==> src/design/assert_macros.svh <==
// assertion helper macros used by the design module
`ifndef ASSERT_MACROS_SVH
`define ASSERT_MACROS_SVH
// implication checked on every clock edge outside reset
`define NGHF_ASSERT(label, clk, rst_n, prop, msg) \
  label: assert property (@(posedge clk) disable iff (!rst_n) prop) else $error(msg);
// check that also holds during reset
`define NGHF_ASSERT_ALWAYS(label, clk, prop, msg) \
  label: assert property (@(posedge clk) prop) else $error(msg);
`endif

==> src/design/nghf_pkg.sv <==
// ---------------------------------------------------------------------------
// nghf_pkg
// Types, constants and tables shared by the noise gate with hold and fade.
// ---------------------------------------------------------------------------
`timescale 1ns / 1ps
package nghf_pkg;
  localparam int CHUNK_SIZE_DEF  = 32;
  localparam int SAMPLE_BITS_DEF = 24;
  localparam int ATT_W  = 24;
  localparam int GAIN_W = 17;
  localparam int CFG_W  = 23;
  localparam int CFG_IDX_W = 3;

  localparam logic [CFG_IDX_W-1:0] REG_ENV_COEFF = 3'd0;
  localparam logic [CFG_IDX_W-1:0] REG_THRESHOLD = 3'd1;
  localparam logic [CFG_IDX_W-1:0] REG_HOLD      = 3'd2;
  localparam logic [CFG_IDX_W-1:0] REG_FADE      = 3'd3;
  localparam logic [CFG_IDX_W-1:0] REG_RELEASE   = 3'd4;

  localparam logic [15:0] ENV_COEFF_RST = 16'd136;
  localparam logic [22:0] THRESHOLD_RST = 23'd33396;
  localparam logic [21:0] HOLD_RST      = 22'd48000;
  localparam logic [22:0] FADE_RST      = 23'd140;
  localparam logic [22:0] RELEASE_RST   = 23'd16777;

  localparam logic signed [ATT_W-1:0] ATT_MIN    = -24'sd6291456;
  localparam logic signed [ATT_W-1:0] ATT_CUTOFF = -24'sd6225920;
  localparam logic [13:0] LOG2_DB_Q16 = 14'd10885;
  localparam logic [29:0] LN2_Q30 = 30'd744261118;
  localparam logic [GAIN_W-1:0] GAIN_UNITY = 17'd65536;

  typedef struct packed {
    logic signed [SAMPLE_BITS_DEF-1:0] detector_sample;
    logic signed [SAMPLE_BITS_DEF-1:0] audio_sample;
  } in_beat_t;

  typedef struct packed {
    logic signed [SAMPLE_BITS_DEF-1:0] gated_sample;
    logic signed [ATT_W-1:0]           gate_attenuation;
    logic                              gate_below;
  } out_beat_t;

  // Q30 factors 2^-(2^-(j+1))
  function automatic logic [30:0] exp_tab(input logic [2:0] j);
    logic [30:0] v;
    case (j)
      3'd0: v = 31'd759250125;
      3'd1: v = 31'd902905651;
      3'd2: v = 31'd984625594;
      3'd3: v = 31'd1028218693;
      3'd4: v = 31'd1050733751;
      3'd5: v = 31'd1062175491;
      3'd6: v = 31'd1067942999;
      3'd7: v = 31'd1070838486;
      default: v = 31'd0;
    endcase
    return v;
  endfunction
endpackage

==> src/design/noise_gate_hold_fade.sv <==
// ---------------------------------------------------------------------------
// noise_gate_hold_fade
// Chunked noise gate with hold time, fade and release, and a gain ramp.
// ---------------------------------------------------------------------------
// Usage: in_valid/in_stall carry one beat of detector and audio samples;
// out_valid/out_stall return one beat per input beat, holding the gated
// audio from one chunk earlier, the attenuation and the below flag.
// The cfg_ port writes a register at any edge with cfg_we high.
// Each beat is worked by one serial sequencer: the follower multiply, the
// level update, the ramp divide by CHUNK_SIZE in a serial restoring
// divider, the sample * gain multiply, and saturation and output. A new
// beat is taken only after the last one has reached the output register.
// The last beat of a chunk also runs the gain update: a setup step, a
// 24 x 14 shift-and-add, eight table steps and one series step, and a
// rounding step.
// in_stall is high while a beat is worked. A result waits in the output
// register while out_stall is high and holds its beat unchanged; the next
// beat may be taken meanwhile and waits in its last step until it is free.
// Reset sets the sequencer, the gate state and the configuration
// registers to their reset values; the delay line is a memory whose
// contents are cleared by a sweep of CHUNK_SIZE entries after reset,
// during which in_stall stays high.
`timescale 1ns / 1ps
`include "assert_macros.svh"
module noise_gate_hold_fade #(
  parameter int CHUNK_SIZE = nghf_pkg::CHUNK_SIZE_DEF
) (
  input  logic                              clk,
  input  logic                              rst_n,
  input  logic                              in_valid,
  output logic                              in_stall,
  input  nghf_pkg::in_beat_t                in_data,
  output logic                              out_valid,
  input  logic                              out_stall,
  output nghf_pkg::out_beat_t               out_data,
  input  logic                              cfg_we,
  input  logic [nghf_pkg::CFG_IDX_W-1:0]    cfg_index,
  input  logic [nghf_pkg::CFG_W-1:0]        cfg_data
);
  localparam int SB   = nghf_pkg::SAMPLE_BITS_DEF;
  localparam int PW   = (CHUNK_SIZE > 1) ? $clog2(CHUNK_SIZE) : 1;
  localparam int LW   = SB + 17;           // level width
  localparam int AW   = nghf_pkg::ATT_W;
  localparam int GW   = nghf_pkg::GAIN_W;
  localparam int DW   = GW + 1;            // signed gain delta
  localparam int QW   = DW + PW + 1;       // delta * p
  localparam int YW   = SB + GW + 2;       // sample * gain

  localparam logic [3:0] S_CLEAR = 4'd0;
  localparam logic [3:0] S_IDLE  = 4'd1;
  localparam logic [3:0] S_FOLL  = 4'd2;
  localparam logic [3:0] S_DELTA = 4'd3;
  localparam logic [3:0] S_DIV   = 4'd4;
  localparam logic [3:0] S_AMUL  = 4'd5;
  localparam logic [3:0] S_SAT   = 4'd6;
  localparam logic [3:0] S_CHUNK = 4'd7;
  localparam logic [3:0] S_LOGM  = 4'd8;
  localparam logic [3:0] S_EXPM  = 4'd9;
  localparam logic [3:0] S_GFIN  = 4'd10;
  localparam logic [3:0] S_OUT   = 4'd11;

  // configuration registers
  logic [15:0] env_coeff_r;
  logic [22:0] threshold_r;
  logic [21:0] hold_r;
  logic [22:0] fade_r;
  logic [22:0] release_r;

  // block state
  logic [3:0]          state_r;
  logic [LW-1:0]       level_r;
  logic [23:0]         below_time_r;
  logic signed [AW-1:0] att_r;
  logic [GW-1:0]       gain_start_r, gain_end_r;
  logic                below_r;
  logic [PW-1:0]       pos_r;
  logic signed [SB-1:0] delay_mem [CHUNK_SIZE];
  logic signed [SB-1:0] delay_rd_r;
  logic signed [SB-1:0] det_r, aud_r;

  // serial datapath
  logic [5:0]          cnt_r;
  logic [LW-1:0]       diff_r;       // multiplicand for follower and |att| * log2 factor
  logic [LW+16-1:0]    acc_r;        // shared accumulator
  logic                up_r;
  logic signed [QW-1:0] num_r;       // ramp numerator
  logic [QW-1:0]       rem_r, quo_r, nmag_r;
  logic signed [GW+1:0] gain_r;      // ramped gain
  logic [62:0]         pacc_r;       // exp product accumulator
  logic [30:0]         mcand_r, mplier_r;
  logic [31:0]         frac_r;
  logic [3:0]          nexp_r;
  logic                zero_r;
  logic [3:0]          estep_r;
  logic signed [SB-1:0] gated_r;     // saturated sample awaiting output
  logic                out_valid_r;
  nghf_pkg::out_beat_t out_r;
  logic [PW:0]         clr_r;

  assign in_stall  = (state_r != S_IDLE);
  assign out_valid = out_valid_r;
  assign out_data  = out_r;

  // configuration writes
  always_ff @(posedge clk) begin
    if (!rst_n) begin
      env_coeff_r <= nghf_pkg::ENV_COEFF_RST;
      threshold_r <= nghf_pkg::THRESHOLD_RST;
      hold_r      <= nghf_pkg::HOLD_RST;
      fade_r      <= nghf_pkg::FADE_RST;
      release_r   <= nghf_pkg::RELEASE_RST;
    end else if (cfg_we) begin
      case (cfg_index)
        nghf_pkg::REG_ENV_COEFF: env_coeff_r <= cfg_data[15:0];
        nghf_pkg::REG_THRESHOLD: threshold_r <= cfg_data[22:0];
        nghf_pkg::REG_HOLD:      hold_r      <= cfg_data[21:0];
        nghf_pkg::REG_FADE:      fade_r      <= cfg_data;
        nghf_pkg::REG_RELEASE:   release_r   <= cfg_data;
        default: ;
      endcase
    end
  end

  // combinational helpers
  logic [SB-1:0]       det_mag;
  logic [LW-1:0]       mag_q;
  logic signed [AW+1:0] att_sum, att_clamped_w;
  logic [24:0]         bt_sum;
  logic [23:0]         bt_new;
  logic                below_now;
  logic [QW-1:0]       rem_try;
  logic [30:0]         series_fac;
  logic [53:0]         series_prod;
  logic signed [YW-1:0] y_full;
  logic signed [YW-1:0] y_shift;

  always_comb begin
    det_mag = det_r[SB-1] ? SB'(-det_r) : SB'(det_r);
    mag_q   = {1'b0, det_mag, 16'd0};
    below_now = level_r < {2'b0, threshold_r, 16'd0};
    bt_sum  = {1'b0, below_time_r} + 25'(CHUNK_SIZE);
    bt_new  = below_now ? (bt_sum[24] ? 24'hFFFFFF : bt_sum[23:0]) : 24'd0;
    if (bt_new > {2'b0, hold_r})
      att_sum = (AW+2)'(att_r) - (AW+2)'(signed'({1'b0, fade_r}));
    else
      att_sum = (AW+2)'(att_r) + (AW+2)'(signed'({1'b0, release_r}));
    if (att_sum < (AW+2)'(nghf_pkg::ATT_MIN)) att_clamped_w = (AW+2)'(nghf_pkg::ATT_MIN);
    else if (att_sum > 0) att_clamped_w = '0;
    else att_clamped_w = att_sum;
    rem_try = {rem_r[QW-2:0], nmag_r[QW-1]};
    series_prod = 54'(frac_r[23:0]) * 54'(nghf_pkg::LN2_Q30);
    series_fac  = 31'h40000000 - 31'(series_prod[53:24]);
    y_full  = YW'(acc_r[YW-1:0]) + YW'(32768);
    y_shift = y_full >>> 16;
  end

  // delay line memory: clear sweep, write of audio after read
  always_ff @(posedge clk) begin
    if (state_r == S_CLEAR)
      delay_mem[clr_r[PW-1:0]] <= '0;
    else if (state_r == S_SAT)
      delay_mem[pos_r] <= aud_r;
    delay_rd_r <= delay_mem[pos_r];
  end

  // main sequencer
  always_ff @(posedge clk) begin
    if (!rst_n) begin
      state_r      <= S_CLEAR;
      clr_r        <= '0;
      level_r      <= '0;
      below_time_r <= '0;
      att_r        <= '0;
      gain_start_r <= nghf_pkg::GAIN_UNITY;
      gain_end_r   <= nghf_pkg::GAIN_UNITY;
      below_r      <= 1'b0;
      pos_r        <= '0;
      out_valid_r  <= 1'b0;
      cnt_r        <= '0;
    end else begin
      if (out_valid_r && !out_stall) out_valid_r <= 1'b0;
      case (state_r)
        S_CLEAR: begin
          clr_r <= clr_r + 1'b1;
          if (clr_r == (PW+1)'(CHUNK_SIZE - 1)) state_r <= S_IDLE;
        end
        S_IDLE: begin
          if (in_valid && !in_stall) begin
            det_r   <= in_data.detector_sample;
            aud_r   <= in_data.audio_sample;
            state_r <= S_FOLL;
            cnt_r   <= '0;
            acc_r   <= '0;
          end
        end
        // follower: serial coeff * |diff|
        S_FOLL: begin
          if (cnt_r == 6'd0) begin
            up_r   <= mag_q >= level_r;
            diff_r <= (mag_q >= level_r) ? mag_q - level_r : level_r - mag_q;
            cnt_r  <= 6'd1;
          end else begin
            if (env_coeff_r[cnt_r[3:0] - 4'd1])
              acc_r <= acc_r + ((LW+16)'(diff_r) << (cnt_r[3:0] - 4'd1));
            if (cnt_r == 6'd16) begin
              state_r <= S_DELTA;
              cnt_r   <= '0;
            end else cnt_r <= cnt_r + 1'b1;
          end
        end
        S_DELTA: begin
          if (up_r) level_r <= level_r + LW'(acc_r >> 16);
          else      level_r <= level_r - LW'(acc_r >> 16);
          num_r  <= QW'(signed'({1'b0, gain_end_r}) - signed'({1'b0, gain_start_r}))
                    * QW'({1'b0, pos_r});
          state_r <= S_DIV;
          cnt_r   <= '0;
        end
        // serial restoring divide of |num| by CHUNK_SIZE
        S_DIV: begin
          if (cnt_r == 6'd0) begin
            nmag_r <= num_r[QW-1] ? QW'(-num_r) : QW'(num_r);
            rem_r  <= '0;
            quo_r  <= '0;
            cnt_r  <= 6'd1;
          end else begin
            if (rem_try >= QW'(CHUNK_SIZE)) begin
              rem_r <= rem_try - QW'(CHUNK_SIZE);
              quo_r <= {quo_r[QW-2:0], 1'b1};
            end else begin
              rem_r <= rem_try;
              quo_r <= {quo_r[QW-2:0], 1'b0};
            end
            nmag_r <= nmag_r << 1;
            if (cnt_r == 6'(QW)) begin
              state_r <= S_AMUL;
              cnt_r   <= '0;
            end else cnt_r <= cnt_r + 1'b1;
          end
        end
        // serial sample * gain
        S_AMUL: begin
          if (cnt_r == 6'd0) begin
            gain_r <= (GW+2)'(signed'({1'b0, gain_start_r}))
                      + (num_r[QW-1] ? -(GW+2)'(quo_r) : (GW+2)'(quo_r));
            acc_r  <= '0;
            cnt_r  <= 6'd1;
          end else begin
            if (gain_r[cnt_r[4:0] - 5'd1])
              acc_r <= acc_r + ((LW+16)'(signed'(delay_rd_r)) << (cnt_r[4:0] - 5'd1));
            if (cnt_r == 6'(GW)) begin
              state_r <= S_SAT;
              cnt_r   <= '0;
            end else cnt_r <= cnt_r + 1'b1;
          end
        end
        S_SAT: begin
          if (y_shift > YW'((1 << (SB-1)) - 1))
            gated_r <= SB'((1 << (SB-1)) - 1);
          else if (y_shift < -YW'(1 << (SB-1)))
            gated_r <= SB'(-(1 << (SB-1)));
          else gated_r <= SB'(y_shift);
          if (pos_r == PW'(CHUNK_SIZE - 1)) begin
            pos_r   <= '0;
            state_r <= S_CHUNK;
          end else begin
            pos_r   <= pos_r + 1'b1;
            state_r <= S_OUT;
          end
        end
        S_CHUNK: begin
          below_time_r <= bt_new;
          below_r      <= below_now;
          att_r        <= AW'(att_clamped_w);
          gain_start_r <= gain_end_r;
          zero_r       <= att_clamped_w <= (AW+2)'(nghf_pkg::ATT_CUTOFF);
          acc_r        <= '0;
          diff_r       <= LW'(-AW'(att_clamped_w));
          cnt_r        <= '0;
          state_r      <= S_LOGM;
        end
        // serial |att| * log2 factor
        S_LOGM: begin
          if (nghf_pkg::LOG2_DB_Q16[cnt_r[3:0]])
            acc_r <= acc_r + ((LW+16)'(diff_r) << cnt_r[3:0]);
          if (cnt_r == 6'd13) begin
            state_r <= S_EXPM;
            estep_r <= '0;
            cnt_r   <= '0;
          end else cnt_r <= cnt_r + 1'b1;
        end
        // eight table steps and one series step
        S_EXPM: begin
          if (cnt_r == 6'd0) begin
            if (estep_r == 4'd0) begin
              nexp_r  <= acc_r[35:32];
              if (acc_r[LW+15:36] != '0) zero_r <= 1'b1;
              frac_r  <= acc_r[31:0];
              mcand_r <= 31'h40000000;
            end
            pacc_r <= '0;
            mplier_r <= (estep_r == 4'd8) ? series_fac
                      : nghf_pkg::exp_tab(estep_r[2:0]);
            cnt_r <= 6'd1;
          end else begin
            if (mplier_r[cnt_r[4:0] - 5'd1])
              pacc_r <= pacc_r + (63'(mcand_r) << (cnt_r[4:0] - 5'd1));
            if (cnt_r == 6'd31) begin
              cnt_r <= '0;
              estep_r <= estep_r + 1'b1;
              if (estep_r == 4'd8) state_r <= S_GFIN;
            end else cnt_r <= cnt_r + 1'b1;
          end
          // keep the table product only where its fraction bit is set
          if (cnt_r == 6'd0 && estep_r != 4'd0) begin
            if (frac_r[5'(6'd32 - {2'b0, estep_r})])
              mcand_r <= 31'(pacc_r >> 30);
          end
        end
        S_GFIN: begin
          if (zero_r) gain_end_r <= '0;
          else gain_end_r <= GW'((63'(pacc_r >> 30) + (63'(1) << (13 + nexp_r)))
                                 >> (14 + nexp_r));
          state_r <= S_OUT;
        end
        // wait for the output register to be free
        S_OUT: begin
          if (!out_valid_r) begin
            out_r.gated_sample     <= gated_r;
            out_r.gate_attenuation <= att_r;
            out_r.gate_below       <= below_r;
            out_valid_r <= 1'b1;
            state_r     <= S_IDLE;
          end
        end
        default: state_r <= S_IDLE;
      endcase
    end
  end

  `NGHF_ASSERT(a_one_beat, clk, rst_n, (in_valid && !in_stall) |=> (state_r == S_FOLL), "accepted beat did not start follower")
  `NGHF_ASSERT(a_out_hold, clk, rst_n, (out_valid_r && out_stall) |=> (out_valid_r && $stable(out_r)), "stalled result changed")
  `NGHF_ASSERT(a_att_range, clk, rst_n, (att_r <= 0), "attenuation above zero")
endmodule

==> config.mk <==
export PLATFORM = sky130hd
export DESIGN_NAME = noise_gate_hold_fade
export DESIGN_NICKNAME = d
export VERILOG_FILES = /design/src/design/nghf_pkg.sv /design/src/design/noise_gate_hold_fade.sv
export VERILOG_INCLUDE_DIRS = /design/src /design/src/design
export SDC_FILE = /design/constraint.sdc
export NUM_CORES = 2
export LEC_CHECK = 0
export ABC_CLOCK_PERIOD_IN_PS = 27900
export BUFFER_PORTS_ARGS = -buffer_cell sky130_fd_sc_hd__buf_2
export CAP_MARGIN = 10
export CORE_AREA = 2 2 402 404
export CTS_BUF_LIST = sky130_fd_sc_hd__clkbuf_2 sky130_fd_sc_hd__clkbuf_4 sky130_fd_sc_hd__clkbuf_8
export DETAILED_ROUTE_END_ITERATION = 6
export DIE_AREA = 0 0 404 406
export PLACE_DENSITY = 0.81
export SKIP_CTS_REPAIR_TIMING = 1
export SYNTH_ARGS = -nofsm -noshare
export SYNTH_HDL_FRONTEND = slang
export SYNTH_SLANG_ARGS = --single-unit
==> constraint.sdc <==
create_clock -name clk -period 27.9 [get_ports clk]
set_clock_uncertainty 0.05 [all_clocks]
set_input_delay 4.185 -clock clk [delete_from_list [all_inputs] [get_ports clk]]
set_output_delay 4.185 -clock clk [all_outputs]
set_load 0.05 [all_outputs]
==> Implementation_results.wiki <==
{| class="wikitable"
! Metric !! Value
|-
| Die Footprint || about 160000 µm²
|-
| Vias || 78.5k
|-
| Number of nets in the layout || 10.7k
|-
| DRT antenna net count || 0
|-
| Post-Synth Adder-Cell Area || 0.149
|-
| Required time worst endpoint || 28.62 ns
|-
| Total overflow reported by the global router || 0
|-
| Die Y-Extent || 406 µm
|-
| Count of different cell masters after synthesis || around 120
|-
| Count of max-cap constraint violations || 0
|-
| Area of placed instances || ~110000 µm²
|-
| Initial DRT Pass Iterations || 6
|-
| Clock root buffer || sky130_fd_sc_hd__clkbuf_8
|-
| Proportion of register bits with asynchronous set or reset after synthesis || 0
|-
| Number of buffers inserted during clock tree synthesis || 280
|-
| Final hold vios || 0
|-
| Compound-gate portion of the synthesized area || 0.129
|-
| Layout overhead on the synthesized area || 7.91%
|-
| Total negative setup slack || 0 ns
|-
| # H-tree levels || 5
|-
| Horizontal extent of the die || just over 400 µm
|-
| Final wirelength || between 300000 and 400000 µm
|-
| Violation count after the first detailed-routing iteration || 9527
|-
| Combinational family with the most area after synthesis || adder cells
|-
| Simple logic cell fraction of the synthesized area || 0.116
|-
| Total setup violations reported at the end of the flow || 0
|-
| Achievable frequency || approximately 77 MHz
|-
| Commonest cells post-synth || 1263 x sky130_fd_sc_hd__edfxtp_1, 993 x sky130_fd_sc_hd__nand2_1, 731 x sky130_fd_sc_hd__ha_1, 690 x sky130_fd_sc_hd__a21oi_1, 672 x sky130_fd_sc_hd__inv_1
|-
| Num rows || between 100 and 150
|-
| Maximum single-stage delay on the critical path || roughly 0.77 ns
|-
| Clk pin slew, worst setup/hold paths || 0.06 ns
|-
| Worst hold margin || 0.346 ns
|-
| EDFF count, synth || 1263
|-
| Initial core utilization || 0.646
|-
| Leak pwr || 0.0443 µW
|-
| Clock buffer depth || 4
|-
| Biggest area contributors in the synthesized netlist || sky130_fd_sc_hd__edfxtp_1 37%, sky130_fd_sc_hd__ha_1 8.9%, sky130_fd_sc_hd__mux4_2 6.4%
|-
| Wire length of the first global-routing pass || 457000 µm
|-
| CP max FO || 44
|-
| Pin count of the biggest net entering global routing || 140
|-
| Clock tree from TritonCTS || built
|-
| Relative slew margins || 0.170
|-
| Slew @ Worst Pin || around 1.2 ns
|-
| Average wire per standard cell || 25.5 µm
|-
| Final design instance area without fill || about 110000 µm²
|-
| Library cell with the largest summed area after synthesis || sky130_fd_sc_hd__edfxtp_1
|-
| Ys Warns || 0
|-
| Minimum period implied by the final worst setup slack || around 13 ns
|-
| DP HPWL || roughly 220000 µm
|-
| Critical Path AT || about 14 ns
|-
| RSZ-0062 raised after global routing || no
|-
| Placeable core region || around 160000 µm²
|-
| Ys flop type || sky130_fd_sc_hd__edfxtp_1
|-
| Top-level I/O count || 130
|-
| Most instantiated library cell after synthesis || sky130_fd_sc_hd__edfxtp_1
|-
| Path class of the lowest-slack min-delay path || flop to flop
|-
| Area share of the largest cell type after synthesis || 0.368
|-
| Fraction of final layout cells with drive strength greater than 1 || 0.118
|-
| CP max-delay cell || sky130_fd_sc_hd__nor3_2
|-
| Per-cell via count in the routed design || approximately 6.6
|-
| Clock sink count || around 1.6k
|-
| Number of DRC violations after detailed routing || 0
|-
| Slew Viols, Final || 0
|-
| Mux share of post-synthesis cell area || 0.0910
|-
| Synthesized area per cell || 10.8 µm²
|-
| Classification of the worst setup path || flop to flop
|-
| Outcome || finished clean
|-
| Summed instance area of the synthesized netlist || slightly above 100000 µm²
|-
| Number of antenna violations at the first check in global routing || 22
|-
| Overall track demand over capacity in global routing || 0.368
|-
| Gate count of the mapped netlist || between 9k and 10k
|-
| Total power per unit cell area || around 58 nW/µm²
|-
| Number of buffer cells added on primary ports || ~130
|-
| Routability-driven placement congestion ratio || approximately 1.0
|-
| Sequential element share of the synthesized area || 0.427
|-
| Clock latency at the later pin of the worst-skew pair || 1.09 ns
|-
| Final clock period utilization by the worst path || 0.464
|-
| Endpoint class of the critical path || flop
|-
| Max VDD drop || roughly 0.000059 V
|-
| Kind of launch point of the worst setup path || flop
|-
| Post-synthesis sequential element count || about 1.6k
|-
| Number of global-route vias before repair || 76.0k
|-
| Fraction of synthesized cell area in xor and xnor cells || 0.0469
|}
-- worst max-delay path, delay by kind of cell, from the launching register on --
| kind | cells | cell delay [ns] |
|---|---|---|
| compound gates | 22 | 5.56 |
| simple gates | 12 | 3.23 |
| fa+ha+maj | 5 | 1.65 |
| buf+inv | 5 | 1.01 |
| flops | 1 | 0.42 |
| mux | 1 | 0.42 |
| xor+xnor | 1 | 0.27 |
-- registers in the layout, summed over array words and instances, names as in the netlist, 32 cells and up, named ones only --
signal,flops
level_r,41
out_data,49
acc_r,57
pacc_r,63
delay_mem,768
frac_r,32
diff_r,41
-- worst paths after layout --
path / start / endpoint / slack [ns] / cells past startpoint
setup / recovery: level_r[28]$_SDFFE_PN0P_ / diff_r[40]$_DFFE_PP_ / 14.95 / 46
hold / removal: gated_r[21]$_SDFFCE_PN1P_ / out_data[46]$_DFFE_PP_ / 0.35 / 0
setup reg to reg: level_r[28]$_SDFFE_PN0P_ / diff_r[40]$_DFFE_PP_ / 14.95 / 46
hold reg to reg: gated_r[21]$_SDFFCE_PN1P_ / out_data[46]$_DFFE_PP_ / 0.35 / 0
-- per-stage QoR --
stage	worst slack [ns]	power, µW	util	instances
floorplan	17.38	3860	-	9554
global placement	15.50	4300	0.663	11423
detailed placement	15.36	4340	0.663	11423
CTS	15.26	6470	0.697	11900
global route	14.18	6730	0.697	11907
finish	14.95	6510	0.697	11910
-- per-layer routing --
metal  up-vias  part of all wire  track usage  wire length [µm]
li1      34956                 -            -                 -
met1     38201              0.39        0.496            119000
met2      4385              0.46        0.574            138000
met3       897              0.11       0.0901             32600
met4        16             0.043        0.149             13100
met5         -           0.00036            0               109
-- cell usage in the layout (no fill, tap or decap), types with 38 or more instances in the layout --
| cell | synthesis | layout |
|---|---|---|
| sky130_fd_sc_hd__edfxtp_1 | 1263 | 1263 |
| sky130_fd_sc_hd__nand2_1 | 993 | 993 |
| sky130_fd_sc_hd__ha_1 | 731 | 730 |
| sky130_fd_sc_hd__a21oi_1 | 690 | 689 |
| sky130_fd_sc_hd__inv_1 | 672 | 671 |
| sky130_fd_sc_hd__nor2_1 | 582 | 544 |
| sky130_fd_sc_hd__o21ai_0 | 465 | 464 |
| sky130_fd_sc_hd__fa_1 | 310 | 310 |
| sky130_fd_sc_hd__xnor2_1 | 310 | 302 |
| sky130_fd_sc_hd__dfxtp_1 | 305 | 299 |
| sky130_fd_sc_hd__clkbuf_8 | 0 | 297 |
| sky130_fd_sc_hd__mux4_2 | 294 | 294 |
| sky130_fd_sc_hd__a21o_1 | 248 | 248 |
| sky130_fd_sc_hd__xor2_1 | 239 | 236 |
| sky130_fd_sc_hd__mux2i_1 | 220 | 220 |
| sky130_fd_sc_hd__nand3_1 | 185 | 182 |
| sky130_fd_sc_hd__nor3_1 | 160 | 154 |
| sky130_fd_sc_hd__buf_2 | 8 | 129 |
| sky130_fd_sc_hd__and2_1 | 111 | 110 |
| sky130_fd_sc_hd__buf_4 | 3 | 98 |
| sky130_fd_sc_hd__o22ai_1 | 94 | 94 |
| sky130_fd_sc_hd__clkbuf_4 | 0 | 87 |
| sky130_fd_sc_hd__and3_1 | 83 | 83 |
| sky130_fd_sc_hd__nor2b_1 | 81 | 78 |
| sky130_fd_sc_hd__nand2b_1 | 78 | 77 |
| sky130_fd_sc_hd__o21bai_1 | 77 | 77 |
| sky130_fd_sc_hd__a211oi_1 | 69 | 69 |
| sky130_fd_sc_hd__a31oi_1 | 69 | 69 |
| sky130_fd_sc_hd__nand4_1 | 61 | 61 |
| sky130_fd_sc_hd__or3_1 | 58 | 58 |
| sky130_fd_sc_hd__o21a_1 | 50 | 50 |
| sky130_fd_sc_hd__mux2_2 | 48 | 48 |
| sky130_fd_sc_hd__clkinv_1 | 1 | 46 |
| sky130_fd_sc_hd__o211ai_1 | 45 | 45 |
| sky130_fd_sc_hd__nor4_1 | 39 | 38 |
-- report_power, final --
group	internal [µW]	switching (µW)
sequential	2630	99.8
clock	1180	978
combinational	600	1020
-- layout make-up --
class / count / area [µm²]
antenna: 7 / 17.5
clock buffer: 384 / 4740
clock inverter: 93 / 676
fill: 11231 / 48300
inverter: 675 / 2540
multi-input combinational: 6867 / 55300
sequential: 1568 / 44100
tap: 2086 / 2610
timing repair buffer: 230 / 1430
-- kinds of logic (layout without fill, tap and decap cells) --
kind of cell | count (synthesis) | count (layout)
buffers and inverters | 1119 | 1382
flip-flops | 1568 | 1568
XOR/XNOR | 551 | 551
AND/OR/NAND/NOR | 2569 | 2569
multiplexers | 563 | 563
AO/OA/AOI/OAI | 2128 | 2128
adder cells (fa/ha/maj) | 1041 | 1041
other | 1 | 22
(Power assumes the default switching activity.)
